`src/sv/message_fifo_with_timeout_assert.svh`:
```
// ----------------------------------------------------------------------------
// message fifo assertion macros
// clocked implication checks used by mft_back
// ----------------------------------------------------------------------------
`ifndef MESSAGE_FIFO_WITH_TIMEOUT_ASSERT_SVH
`define MESSAGE_FIFO_WITH_TIMEOUT_ASSERT_SVH

// same-cycle implication
`define MFT_ASSERT_NOW(label, clk, rst, ante, cons, msg) \
  label: assert property (@(posedge clk) disable iff (rst) (ante) |-> (cons)) \
    else $error(msg);

// next-cycle implication
`define MFT_ASSERT_NEXT(label, clk, rst, ante, cons, msg) \
  label: assert property (@(posedge clk) disable iff (rst) (ante) |=> (cons)) \
    else $error(msg);

`endif

```
`src/sv/mft_pkg.sv`:
```
// ----------------------------------------------------------------------------
// mft_pkg
// types, constants and helpers of the message fifo with timeout
// ----------------------------------------------------------------------------
`timescale 1ns / 1ps

package mft_pkg;

  localparam int SLOT_COUNT = 8;
  localparam int SLOT_BYTES = 64;
  localparam int SLOT_W     = $clog2(SLOT_COUNT);
  localparam int IDX_W      = $clog2(SLOT_BYTES);
  localparam int LEN_W      = $clog2(SLOT_BYTES + 1);
  localparam int ADDR_W     = SLOT_W + IDX_W;
  localparam int MEM_DEPTH  = SLOT_COUNT * (1 << IDX_W);
  localparam int TMO_W      = 32;
  localparam int CQ_DEPTH   = 4;
  localparam int CQ_PTR_W   = $clog2(CQ_DEPTH);
  localparam int IN_DATA_W  = 40;
  localparam int OUT_DATA_W = 48;

  localparam logic [1:0] ST_OK    = 2'd0;
  localparam logic [1:0] ST_FULL  = 2'd1;
  localparam logic [1:0] ST_LONG  = 2'd2;
  localparam logic [1:0] ST_EMPTY = 2'd3;

  localparam logic FUNC_PUSH = 1'b0;
  localparam logic FUNC_POP  = 1'b1;

  typedef enum logic [1:0] {
    CMD_BYTE,
    CMD_LAST,
    CMD_POP
  } cmd_kind_t;

  typedef struct packed {
    cmd_kind_t         kind;
    logic [7:0]        data_byte;
    logic [TMO_W-1:0]  timeout;
  } cmd_t;

  typedef enum logic {
    BK_IDLE,
    BK_POP
  } back_state_t;

  function automatic logic [SLOT_W-1:0] slot_inc(input logic [SLOT_W-1:0] s);
    logic [SLOT_W-1:0] r;
    if (s == SLOT_W'(SLOT_COUNT - 1)) begin
      r = '0;
    end else begin
      r = s + SLOT_W'(1);
    end
    return r;
  endfunction

endpackage

```
`src/sv/mft_cmd_queue.sv`:
```
// ----------------------------------------------------------------------------
// mft_cmd_queue
// short command queue between the front and the back end
// ----------------------------------------------------------------------------
`timescale 1ns / 1ps

module mft_cmd_queue (
  input  logic           clk,
  input  logic           rst,
  input  logic           in_valid,
  output logic           in_ready,
  input  mft_pkg::cmd_t  in_cmd,
  output logic           out_valid,
  input  logic           out_ready,
  output mft_pkg::cmd_t  out_cmd
);

  mft_pkg::cmd_t               entries [mft_pkg::CQ_DEPTH];
  logic [mft_pkg::CQ_PTR_W-1:0] wr_ptr;
  logic [mft_pkg::CQ_PTR_W-1:0] rd_ptr;
  logic [mft_pkg::CQ_PTR_W:0]   count;
  logic                         push;
  logic                         pop;

  assign in_ready  = (count != (mft_pkg::CQ_PTR_W + 1)'(mft_pkg::CQ_DEPTH));
  assign out_valid = (count != '0);
  assign out_cmd   = entries[rd_ptr];
  assign push      = in_valid && in_ready;
  assign pop       = out_valid && out_ready;

  always_ff @(posedge clk) begin
    if (push) begin
      entries[wr_ptr] <= in_cmd;
    end
  end

  always_ff @(posedge clk) begin
    if (rst) begin
      wr_ptr <= '0;
      rd_ptr <= '0;
      count  <= '0;
    end else begin
      if (push) begin
        wr_ptr <= wr_ptr + mft_pkg::CQ_PTR_W'(1);
      end
      if (pop) begin
        rd_ptr <= rd_ptr + mft_pkg::CQ_PTR_W'(1);
      end
      case ({push, pop})
        2'b10:   count <= count + (mft_pkg::CQ_PTR_W + 1)'(1);
        2'b01:   count <= count - (mft_pkg::CQ_PTR_W + 1)'(1);
        default: count <= count;
      endcase
    end
  end

endmodule

```
`config.mk`:
```
export PLATFORM = sky130hd
export DESIGN_NAME = mft_cmd_queue
export DESIGN_NICKNAME = d
export VERILOG_FILES = /design/src/sv/message_fifo_with_timeout_assert.svh /design/src/sv/mft_pkg.sv /design/src/sv/mft_cmd_queue.sv
export SDC_FILE = /design/constraint.sdc
export NUM_CORES = 1
export LEC_CHECK = 0
export BUFFER_PORTS_ARGS = -buffer_cell sky130_fd_sc_hd__buf_2
export CORE_MARGIN = 2
export CORE_UTILIZATION = 60
export CTS_BUF_LIST = sky130_fd_sc_hd__clkbuf_4 sky130_fd_sc_hd__clkbuf_8 sky130_fd_sc_hd__clkbuf_16
export DETAILED_ROUTE_END_ITERATION = 10
export GPL_TIMING_DRIVEN = 0
export HOLD_SLACK_MARGIN = 0.02
export MAX_ROUTING_LAYER = met4
export PLACE_DENSITY = 0.83
export SETUP_SLACK_MARGIN = 0.02
export SYNTH_ARGS = -nofsm -noshare
export SYNTH_HDL_FRONTEND = slang
export SYNTH_SLANG_ARGS = --single-unit
```
`constraint.sdc`:
```
create_clock -name clk -period 4.9 [get_ports clk]
set_clock_uncertainty 0.05 [all_clocks]
set_input_delay 0.98 -clock clk [delete_from_list [all_inputs] [get_ports clk]]
set_output_delay 0.98 -clock clk [all_outputs]
set_load 0.01 [all_outputs]
```
# Word-level counts from Yosys, hierarchy flattened
# Memories as Yosys holds them, arrays and structs flattened. A register that Yosys moved wholly into a read port is not among the register bits.
# Cells that the tools add are included.
# Widths: inputs -> output; s select.
word_totals:
  n_memories: 1
  input_bits: 46
  wordCells: 20
  ff_bits: 7
  latch_bits: 0
  mem_bits_ro: 0
  ramBits: 168
mem_list:
  columns: ["name", "depth", "width", "read_ports", "rd_ports_with_merged_regs", "wr", "line", "text"]
  rows:
  - ["entries", 4, 42, 1, 1, 1, "mft_cmd_queue.sv:18", "mft_pkg::cmd_t entries [mft_pkg::CQ_DEPTH];"]
op_classes:
  n_shift: 0
  magnitude_cmp: 0
  n_div: 0
  addsub: 4
  n_reduce_logical: 4
  eq_ne: 3
  muxes: 5
  n_bitwise: 0
  mul: 0
ops:
  columns: ["cell", "n"]
  rows:
  - ["$pmux 3 s2", 1]
  - ["$add 2x1->2 const B", 2]
  - ["$mux 2", 2]
  - ["$add 3x1->3 const B", 1]
  - ["$ne 3x3->1 const B", 1]
  - ["$reduce_bool 3->1", 1]
  - ["$sub 3x1->3 const B", 1]
  - ["$eq 2x1->1 const B", 1]
  - ["$eq 2x2->1 const B", 1]
  - ["$logic_and 1x1->1", 2]
  - ["$mux 1", 2]
  - ["$reduce_bool 2->1", 1]

# Depth between registers and ports, before layout
logic_depth:
  word_depth: 4
  mapped_depth: 9

# Worst setup path after synthesis
# No wires, ideal clock.
synth_timing:
  kind: "in2reg"
  start: "in in_valid"
  end: "mem entries[0][0] in the netlist's numbering (enable)"
  required_time_ps: 4447
  cell_stages: 2
  arrival_ps: 2292
  setup_time_ps: 403
  setup_slack_ps: 2154
  cell_sequence: "a21boi_2 > and2_1"
synth_between:
  elab_chain_cells: 3
synth_rtl:
  columns: ["element", "line", "text"]
  rows:
  - ["from (decl)", "mft_cmd_queue.sv:10", "input logic in_valid,"]
  - ["$logic_and 1x1->1", "mft_cmd_queue.sv:28", "assign push = in_valid && in_ready;"]
  - ["$mux 1", "mft_cmd_queue.sv:32", "if (push) begin"]
  - ["$mux 1 (not written as such)", "mft_cmd_queue.sv:33", "entries[wr_ptr] <= in_cmd;"]
  - ["to (decl)", "mft_cmd_queue.sv:18", null]
# No other way between the ends.

==> out/metrics.cfg <==
[clocking]
cts_tree = yes
htreeDepth = 4
cts_buffers = 17
cts-resized-gates = 0
clk_pin_slew_ns = 0.07
clk_latency_ns = 0.54
cts_hold_buffers = 0
postCtsSetupRepairBufs = 0
clock_sinks = 177
clock_path_buffers = 2
cts_root_buf = clkbuf_8

[worst_setup_path]
start_kind = flip-flop
critPathRequiredTime_ns = 3.87
end_kind = primary output
rrSetupSlack_ns = 2.79
crit_path_max_fanout = 10
r2r_end = count[2]$_SDFFE_PP0P_
path_class = flip-flop to primary output
worstPathArrival_ns = 1.99
r2r-start = count[1]$_SDFFE_PP0P_
worstRegToRegCells = 9

[power]
leakagePower_nw = 2.68
seqPwrFrac_pct = 45.6
power.clock.fraction_pct = 30.3
power_frac_comb_pct = 24.1
power_density_nw_per_um2 = 524
p_sw_share_pct = 26.6
power.total_mw = 4.12
ir_drop_mv = 0.302
switching_power_mw = 1.09
p_int_mw = 3.02

[floorplan]
start_util_pct = 61.1
row_count = 38
die_w_um = 109
die_h_um = 109
core_um2 = 10800
io-pin-count = 90
fp.dieArea_um2 = 11800

[drt]
drt_iter0_drc = 176
vias = 3059
drc = 0
wirelength_mm = 11.4
ant_nets = 0
avgRoutedWirePerCell_um = 21.2
first_pass_iters = 5
viasPerCell = 5.70

[timing]
slew_violations = 0
fin_tns_setup_ns = 0
rsz0062_at_grt = no
min_period_over_period_pct = 61.6
worst_pin_slew_ns = 0.611
slew-limit-headroom_pct = 59.3
fmax_ghz = 0.331
layout_min_cycle_time_ns = 3.02
finalSetupViolations = 0
hold_viol_final = 0
fin_hold_ws_ns = 0.485

[grt]
grt_pass1_vias = 3270
grt_usage_pct = 22.3
grt_max_degree = 33
overflow = 0
antenna_found_initial = 1
grt_pass1_wl_mm = 17.7

[final_layout]
stdcell_area_um2 = 7850
regArea_um2 = 5230
fill_cells = 607
instances_no_fill = 537
area_growth_syn_to_layout_pct = 19.1
drive_gt1_share_pct = 45.2
multi_input_area_um2 = 1230
nets = 435

[synth]
synth_fp_nets = 324
ys_seq_elements = 177
synth_cells = 272
synthDistinctLibCells = 25
synth_xor_area_share_pct = 0.532
postSynthAreaPerCell_um2 = 24.2
synthMuxAreaShare_pct = 14.8
synth.cell_area_um2 = 6590
synth.yosys.seq_area_share_pct = 79.3
yosys_warnings = 0
synthAdderAreaFrac_pct = 1.25
synth-simple-area-share_pct = 1.33
synth_compound_area_share_pct = 0.665
synth_top_family_by_area = multiplexers

[outcome]
outcome = finished, final reports clean

[flow_run]
maxCapViolations = 0

[place]
dpl.hpwl_mm = 6.74
placed_area_um2 = 7290
gp_congestion = 0.696
portBuffers = 88
dp.cells = 504

[worst_hold_path]
whs_path_depth = 2
hp-start = wr_ptr[1]$_SDFFE_PP0P_
whs_endpoint = wr_ptr[1]$_SDFFE_PP0P_
hold_path.class = flip-flop to flip-flop

[logic make-up (layout without fill, tap and decap cells)]
logic type | count (synthesis) | after routing
simple gates | 18 | 18
xor+xnor | 4 | 4
mux | 44 | 44
fa+ha+maj | 6 | 6
flops | 177 | 177
compound gates | 6 | 6
other cells | 0 | 1
buf+inv | 17 | 141
[per-layer routing]
metal / routed length, um / global-route usage [%] / vias up
li1: - / - / 1367
met1: 4310 / 26.0 / 1571
met2: 6240 / 36.3 / 101
met3: 623 / 6.81 / 20
met4: 214 / 9.25 / 0
met5: 0 / - / -
[final cells by class]
class                      count  area share, %
antenna                        1         0.0319
buffer                        11           1.51
clock buffer                  18           5.37
clock inverter                14           1.67
inverter                       6          0.287
multi-input combinational     78           15.7
sequential                   177           66.6
tap                          140           2.23
timing repair buffer          92           6.63
[critical path, cell delays in order (launching register included)]
cell      delay (ns)
dfxtp_1         0.31
clkbuf_1        0.25
buf_2           0.34
mux4_2          0.39
buf_2           0.16
[flip-flops by register name (all words and copies together) (netlist names), named ones only]
register  flops
count         3
rd_ptr        2
wr_ptr        2
entries     168
[cells in the mapped netlist, drive strengths merged]
| cell | n | area (um2) |
|---|---|---|
| inv | 6 | 22.5 |
| dfxtp | 9 | 180 |
| or3 | 2 | 12.5 |
| o31a | 1 | 8.76 |
| buf | 9 | 111 |
| fa | 1 | 20.0 |
| mux2 | 1 | 11.3 |
| nand2 | 1 | 3.75 |
| edfxtp | 168 | 5040 |
| nor2 | 9 | 33.8 |
| and2 | 4 | 25.0 |
| a21oi | 2 | 10.0 |
| clkbuf | 2 | 7.51 |
| o311ai | 1 | 8.76 |
| o21ai | 1 | 5.00 |
| a21boi | 1 | 11.3 |
| ha | 5 | 62.6 |
| xnor2 | 1 | 8.76 |
| mux2i | 1 | 10.0 |
| mux4 | 42 | 953 |
| xor2 | 3 | 26.3 |
| nand2b | 2 | 12.5 |
[how the worst max path moves through the flow]
stage | from | to | slack [ns] | cells past startpoint
global route | flip-flop | out_cmd[2] | 1.75 | 4
CTS | flip-flop | out_cmd[30] | 1.83 | 4
finish | flip-flop | out_cmd[30] | 1.88 | 4
floorplan | in_valid | entries[0][0]$_DFFE_PP_ | 2.15 | 2
global placement | in_valid | entries[0][39]$_DFFE_PP_ | 1.29 | 3
detailed placement | in_valid | count[2]$_SDFFE_PP0P_ | 2.22 | 9
[placed cells by master, fill, tap and decap left out, types with 2 or more instances in the layout]
cell / count
a21oi_1: 2
and2_2: 4
buf_12: 8
buf_2: 92
clkbuf_1: 2
clkbuf_16: 16
clkinv_2: 3
clkinv_4: 3
clkinvlp_4: 3
dfxtp_1: 9
edfxtp_1: 168
ha_1: 5
inv_1: 6
inv_6: 3
mux4_1: 2
mux4_2: 40
nand2b_1: 2
nor2_1: 9
or3_1: 2
xor2_1: 3
[per-stage QoR]
step	utilization [%]	worst slack (ns)
6_report	72.7	1.88
5_1_grt	72.7	1.75
4_1_cts	72.7	1.83
3_5_place_dp	67.6	2.22
3_3_place_gp	66.8	1.29
2_1_floorplan	-	2.15
[power by group through the flow]
stage          clock, mW  sequential, mW  combinational (mW)
3_5_place_dp           0            1.90                1.01
5_1_grt             1.34            1.89                1.08
2_1_floorplan          0            1.89               0.685
4_1_cts             1.27            1.88                1.02
3_3_place_gp           0            1.90               0.969
6_report            1.25            1.88               0.992
No activity file was read; power rests on OpenSTA's default activity.
